## src/rtl/cse_pkg.sv

```systemverilog
// Shared types, character constants and the per-byte escape encoder for the
// C string escape encoder. No dependencies.
`default_nettype none

package cse_pkg;

  localparam logic [7:0] CHAR_ZERO   = 8'h30;
  localparam logic [7:0] CHAR_SEVEN  = 8'h37;
  localparam logic [7:0] CHAR_BSLASH = 8'h5C;
  localparam logic [7:0] NO_LETTER   = 8'h00;

  localparam int QUEUE_DEPTH = 4;

  // One encoded byte: up to four output characters, sent chars[0] first.
  typedef struct packed {
    logic [3:0][7:0] chars;
    logic [2:0]      len;
    logic            last;
  } job_t;

  typedef struct packed {
    logic [1:0] cnt;
    job_t       first;
    job_t       second;
  } push_t;

  function automatic logic [7:0] letter_escape(input logic [7:0] c);
    logic [7:0] e;
    case (c)
      8'h09:   e = 8'h74;
      8'h0B:   e = 8'h76;
      8'h08:   e = 8'h62;
      8'h0D:   e = 8'h72;
      8'h0C:   e = 8'h66;
      8'h07:   e = 8'h61;
      8'h0A:   e = 8'h6E;
      8'h5C:   e = 8'h5C;
      8'h27:   e = 8'h27;
      8'h22:   e = 8'h22;
      default: e = NO_LETTER;
    endcase
    return e;
  endfunction

  function automatic logic is_octal_digit(input logic [7:0] c);
    return (c >= CHAR_ZERO) && (c <= CHAR_SEVEN);
  endfunction

  function automatic job_t encode_job(input logic [7:0] c, input logic full,
                                      input logic last);
    job_t       j;
    logic [7:0] e;
    logic [7:0] d2;
    logic [7:0] d1;
    logic [7:0] d0;
    e  = letter_escape(c);
    d2 = CHAR_ZERO + {6'd0, c[7:6]};
    d1 = CHAR_ZERO + {5'd0, c[5:3]};
    d0 = CHAR_ZERO + {5'd0, c[2:0]};
    j.last     = last;
    j.chars    = '0;
    j.chars[0] = CHAR_BSLASH;
    if (e != NO_LETTER) begin
      j.chars[1] = e;
      j.len      = 3'd2;
    end else if (c inside {[8'h20:8'h7E]}) begin
      j.chars[0] = c;
      j.len      = 3'd1;
    end else if (full || (c[7:6] != 2'd0)) begin
      j.chars[1] = d2;
      j.chars[2] = d1;
      j.chars[3] = d0;
      j.len      = 3'd4;
    end else if (c[5:3] != 3'd0) begin
      j.chars[1] = d1;
      j.chars[2] = d0;
      j.len      = 3'd3;
    end else begin
      j.chars[1] = d0;
      j.len      = 3'd2;
    end
    return j;
  endfunction

endpackage

`default_nettype wire

```

## src/rtl/cse_in_if.sv

```systemverilog
// Input channel of the escape encoder: raw string bytes with an end mark.
// No dependencies.
`default_nettype none

interface cse_in_if;
  logic       valid;
  logic       ready;
  logic [7:0] in_byte;
  logic       end_of_string;

  modport source (output valid, output in_byte, output end_of_string, input ready);
  modport sink   (input valid, input in_byte, input end_of_string, output ready);
endinterface

`default_nettype wire

```

## src/rtl/cse_out_if.sv

```systemverilog
// Output channel of the escape encoder: escaped characters with a run mark.
// No dependencies.
`default_nettype none

interface cse_out_if;
  logic       valid;
  logic       ready;
  logic [7:0] out_byte;
  logic       run_last;

  modport source (output valid, output out_byte, output run_last, input ready);
  modport sink   (input valid, input out_byte, input run_last, output ready);
endinterface

`default_nettype wire

```

## src/rtl/cse_front.sv

```systemverilog
// Front end: accepts input words, keeps the one-byte lookahead and turns
// bytes into encoded jobs for the queue. Uses cse_pkg and cse_in_if.
`default_nettype none

module cse_front (
  input  wire logic          clk,
  input  wire logic          rst,
  cse_in_if.sink             raw,
  input  wire logic          room,
  output cse_pkg::push_t     push
);

  logic          held_valid;
  logic [7:0]    held_byte;
  logic          accept;
  cse_pkg::job_t job_a;
  cse_pkg::job_t job_b;

  assign raw.ready = room;
  assign accept    = raw.valid && room;

  always_comb begin
    job_a = cse_pkg::encode_job(held_byte, cse_pkg::is_octal_digit(raw.in_byte),
                                !raw.end_of_string);
    job_b = cse_pkg::encode_job(raw.in_byte, 1'b0, 1'b1);
    push.cnt    = 2'd0;
    push.first  = job_b;
    push.second = job_b;
    if (accept) begin
      if (held_valid) begin
        push.first = job_a;
        push.cnt   = raw.end_of_string ? 2'd2 : 2'd1;
      end else begin
        push.cnt   = raw.end_of_string ? 2'd1 : 2'd0;
      end
    end
  end

  always_ff @(posedge clk) begin
    if (rst) begin
      held_valid <= 1'b0;
      held_byte  <= 8'd0;
    end else if (accept) begin
      held_valid <= !raw.end_of_string;
      held_byte  <= raw.end_of_string ? 8'd0 : raw.in_byte;
    end
  end

endmodule

`default_nettype wire

```

## src/rtl/cse_queue.sv

```systemverilog
// Job queue between front and back: takes up to two jobs a cycle, gives
// one. Uses cse_pkg.
`default_nettype none

module cse_queue #(
  parameter int DEPTH = cse_pkg::QUEUE_DEPTH
) (
  input  wire logic            clk,
  input  wire logic            rst,
  input  wire cse_pkg::push_t  push,
  output logic                 room,
  output logic                 head_valid,
  output cse_pkg::job_t        head,
  input  wire logic            pop
);

  localparam int PW = (DEPTH > 2) ? $clog2(DEPTH) : 1;
  localparam int CW = $clog2(DEPTH + 1);

  cse_pkg::job_t mem [DEPTH];
  logic [PW-1:0] wptr;
  logic [PW-1:0] rptr;
  logic [PW-1:0] wptr_inc;
  logic [CW-1:0] count;
  logic [CW-1:0] count_next;

  function automatic logic [PW-1:0] inc(input logic [PW-1:0] p);
    return (p == PW'(DEPTH - 1)) ? '0 : p + PW'(1);
  endfunction

  assign wptr_inc   = inc(wptr);
  assign room       = count <= CW'(DEPTH - 2);
  assign head_valid = count != '0;
  assign head       = mem[rptr];
  assign count_next = count + CW'(push.cnt) - CW'(pop);

  always_ff @(posedge clk) begin
    if (push.cnt != 2'd0) mem[wptr] <= push.first;
    if (push.cnt == 2'd2) mem[wptr_inc] <= push.second;
  end

  always_ff @(posedge clk) begin
    if (rst) begin
      wptr  <= '0;
      rptr  <= '0;
      count <= '0;
    end else begin
      count <= count_next;
      if (pop) rptr <= inc(rptr);
      if (push.cnt == 2'd1) wptr <= wptr_inc;
      else if (push.cnt == 2'd2) wptr <= inc(wptr_inc);
    end
  end

  a_no_pop_empty: assert property (@(posedge clk) disable iff (rst)
    pop |-> count != '0) else $error("pop from empty job queue");

  a_push_has_room: assert property (@(posedge clk) disable iff (rst)
    push.cnt != 2'd0 |-> room) else $error("push without two free slots");

  a_count_bound: assert property (@(posedge clk) disable iff (rst)
    count <= CW'(DEPTH)) else $error("job queue overflow");

  a_double_push: assert property (@(posedge clk) disable iff (rst)
    push.cnt == 2'd2 && !pop |=> count == $past(count) + CW'(2))
    else $error("double push lost a job");

endmodule

`default_nettype wire

```

## src/rtl/cse_back.sv

```systemverilog
// Back end: walks the characters of the head job and drives the output
// register. Uses cse_pkg and cse_out_if.
`default_nettype none

module cse_back (
  input  wire logic           clk,
  input  wire logic           rst,
  input  wire logic           head_valid,
  input  wire cse_pkg::job_t  head,
  output logic                pop,
  cse_out_if.source           esc
);

  logic       out_valid;
  logic [7:0] out_byte;
  logic       out_last;
  logic [1:0] idx;
  logic       load;
  logic       job_end;

  assign load    = !out_valid || esc.ready;
  assign job_end = ({1'b0, idx} == head.len - 3'd1);
  assign pop     = load && head_valid && job_end;

  assign esc.valid    = out_valid;
  assign esc.out_byte = out_byte;
  assign esc.run_last = out_last;

  always_ff @(posedge clk) begin
    if (rst) begin
      out_valid <= 1'b0;
      idx       <= 2'd0;
    end else if (load) begin
      out_valid <= head_valid;
      if (head_valid) idx <= job_end ? 2'd0 : idx + 2'd1;
    end
  end

  always_ff @(posedge clk) begin
    if (load) begin
      out_byte <= head.chars[idx];
      out_last <= head.last && job_end;
    end
  end

endmodule

`default_nettype wire

```

## src/rtl/c_string_escape_encoder.sv

```systemverilog
// Top level of the C string escape encoder: front, job queue and back.
// Uses cse_pkg, cse_in_if, cse_out_if, cse_front, cse_queue, cse_back.
//
// Raw bytes enter on raw at up to one word per cycle while the job queue
// has two free entries; each input word yields zero to eight escaped
// characters on esc, the last one flagged by run_last. The output port
// sends one character per cycle while esc.ready is high, so sustained
// throughput is set by the back end and the characters each word yields:
// one for a printable byte, two to four for an escaped one, so at most
// four per word once a string is under way; the word that ends a string
// also flushes the held byte and can yield eight. The first byte of each
// string is held one word for lookahead.
`default_nettype none

module c_string_escape_encoder #(
  parameter int QUEUE_DEPTH = cse_pkg::QUEUE_DEPTH
) (
  input  wire logic  clk,
  input  wire logic  rst,
  cse_in_if.sink     raw,
  cse_out_if.source  esc
);

  cse_pkg::push_t push;
  cse_pkg::job_t  head;
  logic           room;
  logic           head_valid;
  logic           pop;

  cse_front u_front (
    .clk  (clk),
    .rst  (rst),
    .raw  (raw),
    .room (room),
    .push (push)
  );

  cse_queue #(.DEPTH(QUEUE_DEPTH)) u_queue (
    .clk        (clk),
    .rst        (rst),
    .push       (push),
    .room       (room),
    .head_valid (head_valid),
    .head       (head),
    .pop        (pop)
  );

  cse_back u_back (
    .clk        (clk),
    .rst        (rst),
    .head_valid (head_valid),
    .head       (head),
    .pop        (pop),
    .esc        (esc)
  );

endmodule

`default_nettype wire

```

## src/flat_wrapper.sv

```systemverilog
// flat-port wrapper written by rule: the top's interface ports become plain ports
module c_string_escape_encoder_flat 
#(
  parameter int QUEUE_DEPTH = cse_pkg::QUEUE_DEPTH
)
  (clk, rst, raw_valid, raw_in_byte, raw_end_of_string, raw_ready, esc_valid, esc_out_byte, esc_run_last, esc_ready);
  cse_in_if raw_i ();
  cse_out_if esc_i ();
  input  wire logic clk;
  input  wire logic rst;
  input wire logic [$bits(raw_i.valid)-1:0] raw_valid;
  input wire logic [$bits(raw_i.in_byte)-1:0] raw_in_byte;
  input wire logic [$bits(raw_i.end_of_string)-1:0] raw_end_of_string;
  output wire logic [$bits(raw_i.ready)-1:0] raw_ready;
  output wire logic [$bits(esc_i.valid)-1:0] esc_valid;
  output wire logic [$bits(esc_i.out_byte)-1:0] esc_out_byte;
  output wire logic [$bits(esc_i.run_last)-1:0] esc_run_last;
  input wire logic [$bits(esc_i.ready)-1:0] esc_ready;
  assign raw_i.valid = raw_valid;
  assign raw_i.in_byte = raw_in_byte;
  assign raw_i.end_of_string = raw_end_of_string;
  assign raw_ready = raw_i.ready;
  assign esc_valid = esc_i.valid;
  assign esc_out_byte = esc_i.out_byte;
  assign esc_run_last = esc_i.run_last;
  assign esc_i.ready = esc_ready;
  c_string_escape_encoder #(.QUEUE_DEPTH(QUEUE_DEPTH)) u_core (.clk(clk), .rst(rst), .raw(raw_i), .esc(esc_i));
endmodule
```

## config.mk

```make
export PLATFORM = sky130hd
export DESIGN_NAME = c_string_escape_encoder_flat
export DESIGN_NICKNAME = d
export VERILOG_FILES = /design/src/rtl/cse_pkg.sv /design/src/rtl/cse_in_if.sv /design/src/rtl/cse_out_if.sv /design/src/rtl/cse_front.sv /design/src/rtl/cse_queue.sv /design/src/rtl/cse_back.sv /design/src/rtl/c_string_escape_encoder.sv /design/src/flat_wrapper.sv
export SDC_FILE = /design/constraint.sdc
export NUM_CORES = 1
export LEC_CHECK = 0
export BUFFER_PORTS_ARGS = -buffer_cell sky130_fd_sc_hd__buf_4
export CAP_MARGIN = 20
export CELL_PAD_IN_SITES_DETAIL_PLACEMENT = 0
export CELL_PAD_IN_SITES_GLOBAL_PLACEMENT = 1
export CORE_ASPECT_RATIO = 1.5
export CORE_MARGIN = 4
export CORE_UTILIZATION = 54
export DETAILED_ROUTE_END_ITERATION = 8
export HOLD_SLACK_MARGIN = 0.15
export PLACE_DENSITY_LB_ADDON = 0.1
export SLEW_MARGIN = 15
export SYNTH_ARGS = -nofsm -noshare
export SYNTH_HDL_FRONTEND = slang
export SYNTH_HIERARCHICAL = 1
export SYNTH_SLANG_ARGS = --single-unit
```

## constraint.sdc

```tcl
create_clock -name clk -period 5.6 [get_ports clk]
set_input_delay 0.56 -clock clk [delete_from_list [all_inputs] [get_ports clk]]
set_output_delay 0.56 -clock clk [all_outputs]
set_load 0.01 [all_outputs]
```

# After elaboration in Yosys (flattened, before gate mapping)
# Memory sizes are Yosys's and may differ from the RTL's. A register that Yosys moved wholly into a read port is not among the register bits.
# Cells that the tools add are included.
# totals
in_bits	13
ram_bits	144
memories	1
register_bits	28
wordCells	126
out_inout_bits	11
# memory_table
memory	words	word_bits	rd	rd_clocked_by_memory_dff	write_ports	line	source
u_core.u_queue.mem	4	36	1	1	2	cse_queue.sv:20	cse_pkg::job_t mem [DEPTH];
# classes
eq_ne	26
n_mux	48
n_reduce_logical	21
order_cmp	8
n_addsub	13
# ops
operator	count
one-hot mux 7 bit (10 select lines)	2
== test 8 x 4 -> 1 bit, second input constant	12
two-way mux 16 bit	4
two-way mux 8 bit	8
two-way mux 23 bit	2
two-way mux 7 bit	6
two-way mux 38 bit	1
two-way mux 36 bit	1
== test 8 x 6 -> 1 bit, second input constant	4
adder 6 x 3 -> 7 bit, first input constant	4
greater-or-equal comparator 8 x 6 -> 1 bit, second input constant	3
two-way mux 2 bit	10
two-way mux 3 bit	6
binary-select mux 8 bit (select 2 bit)	1
== test 8 x 3 -> 1 bit, second input constant	2
== test 8 x 7 -> 1 bit, second input constant	2
less-or-equal comparator 8 x 7 -> 1 bit, second input constant	2
nonzero test 8 bit	2
adder 6 x 2 -> 7 bit, first input constant	2
nonzero test 3 bit	3
adder 2 x 1 -> 2 bit, second input constant	4
== test 2 bit, second input constant	4
less-or-equal comparator 8 x 6 -> 1 bit, second input constant	1
nonzero test 2 bit	4
12 further kinds	26

# Longest topological paths before layout
# Gate-level depths: netlist (run 1).
# depth
depth_word	11
ltp_mapped	13
mapped_depth_nobuf	12

# Cells and area by module
# Netlist (run 1), hierarchy kept.
# by_module_without_submodules
mod	cells_each	n_inst	seq_area_each_um2	area_each_um2
cse_queue	406	1	4504.3	7533.5
cse_front	287	1	180.2	1904.3
cse_back	42	1	330.3	664.4

# Worst setup path after synthesis (run 1)
# OpenSTA, ideal clock, no wires.
# synth_path
path_type	in2reg
startpoint	input raw_end_of_string
endpoint	memory u_core/u_queue/mem[0][0] in the netlist's numbering, enable pin
setup_time_ns	0.479
required_ns	5.121
t_arrival_ns	3.852
path_slack_ns	1.269
path_buffers	0
path_stages	5
cell_sequence	ha_1 > and3_1 > inv_1 > ha_1 > o21ai_0
# synth_rtl
item	line	source
start: declaration	flat_wrapper.sv:13	input wire logic [$bits(raw_i.end_of_string)-1:0] raw_end_of_string;
end: declaration	cse_queue.sv:20	

==> flow_metrics.py, run 1 <==
metrics = {
    "cts": {
        "htreeDepth": 4,
        "ctsResizeCount": 0,
        "clockRootBuffer": "clkbuf_16",
        "cts_made_buffers": 17,
        "clk_pin_slew_worst_paths_ns": 0.07,
        "cts_sinks": 174,
        "postCtsSetupRepairBufs": 0,
        "cts_max_path_buffers": 2,
        "clock_latency_ns": 0.42,
        "cts_hold_buf": 0,
        "cts_tree": "yes",
    },
    "yosys": {
        "yosys_warnings": 6,
        "synth_area_per_cell_um2": 13.7,
        "syn_inst": 735,
        "synth_flop_cell": "edfxtp_1",
        "ys_ff_latch": 174,
        "ys_seq_area_share_pct": 49.6,
        "syn-cell-area_um2": 10100,
        "async_flop_share_pct": 0,
        "netlist-cell-type-count": 76,
        "synth-edff-count": 153,
    },
    "placed_design": {
        "gp_congestion": 0.864,
        "io_buffer_count": 23,
        "dp_hpwl_um": 15400,
        "place_inst": 962,
    },
    "worst_setup_path": {
        "critPathMaxStageDelay_ns": 0.60,
        "cp.required_ns": 5.90,
        "worstPathMaxFanout": 25,
        "cp_cell_sequence": "buf_4, mux4_2, xor2_1, nor3_2, and3_4, ha_1, inv_1, ha_1, fa_1, xnor3_1, nor2_1",
        "arrival_ns": 3.99,
        "critPathTopFamily": "adder cells",
        "slowest_stage": "dfxtp_2",
        "reg2reg_depth": 11,
        "end_kind": "flop",
        "crit_path_frequent_cell": "ha_1",
        "start_kind": "flop",
        "cp_num_buf_inv": 2,
        "regToRegEndpoint": "u_core/u_queue/count[2]",
        "worstSetupPathType": "reg2reg",
        "r2r_setup_slack_ns": 1.91,
    },
    "finish": {
        "antenna_cells": 0,
        "layout-drive-gt1-share_pct": 37.1,
        "final_cells": 995,
        "seq_area_um2": 5020,
        "num-nets-final": 759,
        "multi_input_area_um2": 4600,
        "nFillCells": 1501,
        "utilization_pct": 58.7,
        "syn2layout_area_growth_pct": 7.37,
        "layout_common_cells": "edfxtp_1 (153), mux2_2 (144), mux4_2 (43)",
        "final_common_cell": "edfxtp_1",
    },
    "power": {
        "intPower_w": 0.00259,
        "powerDensity_nw_per_um2": 331,
        "pwr-share-clk_pct": 30.8,
        "power_switching_w": 0.000991,
        "switching_share_pct": 27.6,
        "p_seq_share_pct": 46.5,
        "p_comb_share_pct": 22.7,
        "peakVddDrop_uv": 160,
        "finalPower_w": 0.00359,
        "p_leak_nw": 3.69,
    },
    "drt": {
        "wl_um": 23800,
        "drtAntennaViolNets": 0,
        "drt_iter0_drc": 446,
        "drcViolationCount": 0,
        "first_pass_iters": 5,
        "routedWlPerCell_um": 23.9,
        "routed-via-count": 6112,
        "vias_per_cell": 6.14,
    },
    "floorplan": {
        "rows": 61,
        "core_um2": 18500,
        "die_x_um": 120,
        "die_y_um": 176,
        "die-area_um2": 21000,
        "initial_core_util_pct": 54.7,
        "pin_count": 24,
    },
    "timing": {
        "fmax_mhz": 271,
        "slew_violations": 0,
        "relSlewSlack_pct": 36.4,
        "period_minus_slack_ns": 3.69,
        "setup_violations": 0,
        "hold_violations": 0,
        "rsz0062_at_grt": "false",
        "worst_pin_slew_ns": 0.953,
        "fin_crit_sh_pct": 65.8,
        "finalSetupTns_ns": 0,
        "skew_ns": 0.0145,
    },
    "global_route": {
        "grt_usage_pct": 23.3,
        "grt_pass1_vias": 6322,
        "globalRouteOverflowTotal": 0,
        "grt_max_degree": 38,
        "antenna_found_initial": 0,
        "grt_pass1_wl_um": 36800,
    },
    "hold_path": {
        "hp-class": "in2reg",
        "hold_start": "rst",
        "hold_depth": 2,
        "min_to": "u_core/u_front/held_byte[5]",
    },
    "run_status": {
        "outcome": "completed",
    },
    "run": {
        "max-cap-violations": 0,
    },
}
flip-flops by register name (all words and copies together), names as in the netlist, named ones only:
name and flops:
u_core/u_queue/mem 144, u_core/u_back/esc.out_byte 8, u_core/u_front/held_byte 8, u_core/u_queue/count 3, u_core/u_back/idx 2, u_core/u_queue/rptr 2, u_core/u_queue/wptr 2, u_core/u_back/esc.run_last 1
u_core/u_back/esc.valid 1, u_core/u_front/held_valid 1
through the flow:
stage               area [µm²]  hold WS, ns  setup WS, ns
CTS                      10800        0.462          1.81
finish                   10800        0.478          1.91
global route             10800        0.468          1.64
global placement         10200        0.506          1.88
floorplan                10200        0.469          1.27
detailed placement       10300        0.515          1.81
cell type report:
type                            instances  area share (%)
Multi-Input combinational cell        483            42.4
Tap cell                              252            2.91
Clock inverter                         12            1.03
Timing Repair Buffer                   35            2.77
Inverter                               19           0.658
Clock buffer                           20            4.03
Sequential cell                       174            46.2
power by group through the flow:
| stage | Combinational (W) | Clock (W) | Sequential [W] |
|---|---|---|---|
| 6_report | 0.000815 | 0.00110 | 0.00167 |
| 5_1_grt | 0.000886 | 0.00118 | 0.00168 |
| 4_1_cts | 0.000821 | 0.00112 | 0.00167 |
| 3_5_place_dp | 0.000816 | 0 | 0.00170 |
| 3_3_place_gp | 0.000798 | 0 | 0.00169 |
| 2_1_floorplan | 0.000621 | 0 | 0.00166 |
synth_stat cells, drive strengths merged (4+ instances only):
library cell    n  area share, %
edfxtp        153             45
mux2          144             16
buf            58            4.6
mux4           44            9.8
nor2           42            1.6
nand2          27            1.1
a21oi          26            1.3
dfxtp          21            4.2
inv            19           0.71
clkbuf         16           0.61
ha             15            1.9
o21ai          12           0.63
or3            12           0.74
nor3           11           0.64
nor3b          11           0.82
and3            9           0.61
nand2b          7           0.43
nand3           7           0.35
nor2b           7           0.43
a31oi           5           0.31
and2            5           0.31
nor4            5           0.50
o32a            5           0.50
xnor2           5           0.43
o21a            4           0.30
o22ai           4           0.25
logic make-up after synthesis:
| kind of cell | count (synthesis) | synth area share (%) |
|---|---|---|
| buffers and inverters | 93 | 5.87 |
| AOI/OAI and AO/OA | 91 | 6.40 |
| xor gates and xnor gates | 8 | 0.830 |
| DFF | 174 | 49.6 |
| adders and majority gates | 16 | 2.06 |
| and+or+nand+nor | 160 | 8.93 |
| muxes | 191 | 26.2 |
| other | 2 | 0.0743 |
worst max path at each step:
| stage | start | endpoint | slack (ns) | cells after the start |
|---|---|---|---|---|
| final | flop | u_core/u_queue/count[2] | 1.91 | 11 |
| after global routing | flop | u_core/u_queue/count[2] | 1.64 | 11 |
| after CTS | flop | u_core/u_queue/count[2] | 1.81 | 11 |
| after detailed placement | flop | u_core/u_queue/count[2] | 1.81 | 11 |
| after global placement | flop | u_core/u_queue/count[2] | 1.88 | 11 |
| after floorplan | raw_end_of_string | u_core/u_queue/mem[0][0] | 1.27 | 5 |
metal layers:
metal / share of wire [%] / GRT usage [%]
met5: 0 / 0
met1: 40 / 28.0
met3: 3.6 / 3.51
met2: 53 / 41.9
met4: 3.6 / 9.13
No activity file was read; power rests on OpenSTA's default activity.
==> run 2: changes to the inputs <==
clock period = 3.7 ns   (was 5.6 ns; I/O delays follow)
==> run 2 against run 1 <==
Against the previous run:
- via count grew 2.5%
- die area unchanged
- clock power increased by 55%
- setup slack lost 1.3 ns
- routed wire length up 2.1%
- final cell count up 1.1%
- critical endpoint unchanged
- global-route usage rose by 0.87 points
- sequential power is 48% higher
- clock skew increased by 0.0010 ns
- first-iteration DRC count decreased by 2.9%
- register-to-register slack lost 1.3 ns
==> flow_metrics.py, run 2 (synthesized netlist as in run 1, its figures left out) <==
metrics = {
    "run_status": {
        "outcome": "completed",
    },
    "timing": {
        "fmax_mhz": 320,
        "rsz0062_at_grt": "false",
        "skew_ns": 0.0156,
        "whs_ns": 0.287,
        "worst_pin_slew_ns": 0.775,
        "fin_crit_sh_pct": 84.5,
        "hold_violations": 0,
        "setup_violations": 0,
        "period_minus_slack_ns": 3.13,
        "slew_violations": 0,
        "finalSetupTns_ns": 0,
        "relSlewSlack_pct": 48.1,
    },
    "global_route": {
        "grt_usage_pct": 24.1,
        "grt_pass1_vias": 6574,
        "top_usage_layer": "met2",
        "use_met2_pct": 42.4,
        "antenna_found_initial": 0,
        "gr-usage-met3_pct": 4.16,
        "grt_pass1_wl_um": 38100,
        "globalRouteOverflowTotal": 0,
        "grt_max_degree": 37,
        "use_met1_pct": 29.9,
    },
    "cts": {
        "htreeDepth": 4,
        "ctsResizeCount": 0,
        "postCtsSetupRepairBufs": 0,
        "clk_pin_slew_worst_paths_ns": 0.07,
        "cts_sinks": 174,
        "clockRootBuffer": "clkbuf_16",
        "cts_made_buffers": 17,
        "cts_hold_buf": 0,
        "cts_tree": "yes",
        "clock_latency_ns": 0.44,
        "cts_max_path_buffers": 2,
    },
    "drt": {
        "drt_iter0_drc": 433,
        "routedWlPerCell_um": 24.2,
        "routed-via-count": 6266,
        "first_pass_iters": 5,
        "vias_per_cell": 6.23,
        "drcViolationCount": 0,
        "drtAntennaViolNets": 0,
        "wl_um": 24300,
    },
    "hold_path": {
        "hp-class": "in2reg",
    },
    "worst_setup_path": {
        "end_kind": "flop",
        "cp.required_ns": 4.01,
        "arrival_ns": 3.44,
        "cp_cell_sequence": "mux4_2, inv_1, ha_1, xnor2_1, nor3_2, and3_4, ha_1, inv_1, ha_1, fa_1, xnor3_1, nor2_1",
        "r2r_setup_slack_ns": 0.57,
        "slowest_stage": "mux4_2",
        "worstPathMaxFanout": 5,
        "crit_path_frequent_cell": "ha_1",
        "worstSetupPathType": "reg2reg",
        "critPathMaxStageDelay_ns": 0.54,
        "start_kind": "flop",
    },
    "finish": {
        "final_common_cell": "edfxtp_1",
        "reg_top3": "u_core/u_queue/mem x144, u_core/u_back/esc.out_byte x8, u_core/u_front/held_byte x8",
        "num-nets-final": 770,
        "layout-drive-gt1-share_pct": 38.5,
        "layout_common_cells": "edfxtp_1 (153), mux2_2 (144), buf_4 (44)",
        "antenna_cells": 0,
        "nFillCells": 1526,
        "postLayoutCellArea_um2": 10900,
        "final_cells": 1006,
        "multi_input_area_um2": 4600,
        "largest_register_ff_count": 144,
        "top_register": "u_core/u_queue/mem",
        "syn2layout_area_growth_pct": 8.15,
        "seq_area_um2": 5020,
    },
    "run": {
        "max-cap-violations": 0,
    },
    "placed_design": {
        "gp_congestion": 0.936,
        "placed_cell_area_um2": 10400,
        "dp_hpwl_um": 15500,
        "place_inst": 974,
        "io_buffer_count": 23,
    },
    "power": {
        "powerDensity_nw_per_um2": 501,
        "peakVddDrop_uv": 308,
        "p_leak_nw": 3.75,
        "finalPower_w": 0.00548,
    },
    "floorplan": {
        "initial_core_util_pct": 54.7,
        "core_um2": 18500,
        "die-area_um2": 21000,
        "pin_count": 24,
        "die_y_um": 176,
        "die_x_um": 120,
        "rows": 61,
    },
}
==> run 2: changes by cell type in the layout (fill, tap and decap cells not counted) <==
cell,delta
buf_4,+12
clkbuf_1,-3
clkinv_4,+2
clkinvlp_4,-2
inv_8,+2
buf_12,-1
bufinv_16,-1
clkinv_8,+1
inv_6,+1
==> run 2: area by class of cell <==
type,instances,area share [%]
Tap cell,252,2.89
Sequential cell,174,45.9
Clock inverter,15,1.20
Inverter,19,0.653
Clock buffer,17,3.89
Timing Repair Buffer,46,3.39
Multi-Input combinational cell,483,42.1
==> run 2: layer usage <==
metal  up-vias  share of wire, %
met5         -                 0
met4         0               2.8
met3        38               4.5
met2       203                52
met1      3189                40
li1       2836                 -
==> run 2: worst max-delay path, delay by kind of cell, from the launching register on <==
family	cells	cell delay (ns)
xor+xnor	2	0.53
fa+ha+maj	4	1.10
buf+inv	2	0.12
flops	1	0.40
mux	1	0.54
simple gates	3	0.31
==> run 2: final timing paths <==
path                           from                     endpoint  cells past startpoint
max                            flop      u_core/u_queue/count[2]                     12
min                             rst  u_core/u_front/held_byte[2]                      2
max reg2reg                    flop      u_core/u_queue/count[2]                     12
min reg2reg  u_core/u_queue/rptr[0]                         flop                      2
==> run 2: through the flow <==
| step | setup WS (ns) | utilization [%] |
|---|---|---|
| finish | 0.573 | 59.2 |
| global route | 0.363 | 59.2 |
| CTS | 0.551 | 59.2 |
| detailed placement | 0.580 | 56.1 |
| global placement | 0.620 | 56.1 |
| floorplan | -0.477 | - |
==> run 2: power breakdown <==
group / leakage, nW / total [W] / internal (W) / switching, W
registers: 1.57 / 0.00247 / 0.00238 / 0.0000850
clock network: 0.265 / 0.00170 / 0.000880 / 0.000821
logic: 1.92 / 0.00131 / 0.000630 / 0.000676
total: 3.75 / 0.00548 / 0.00390 / 0.00158
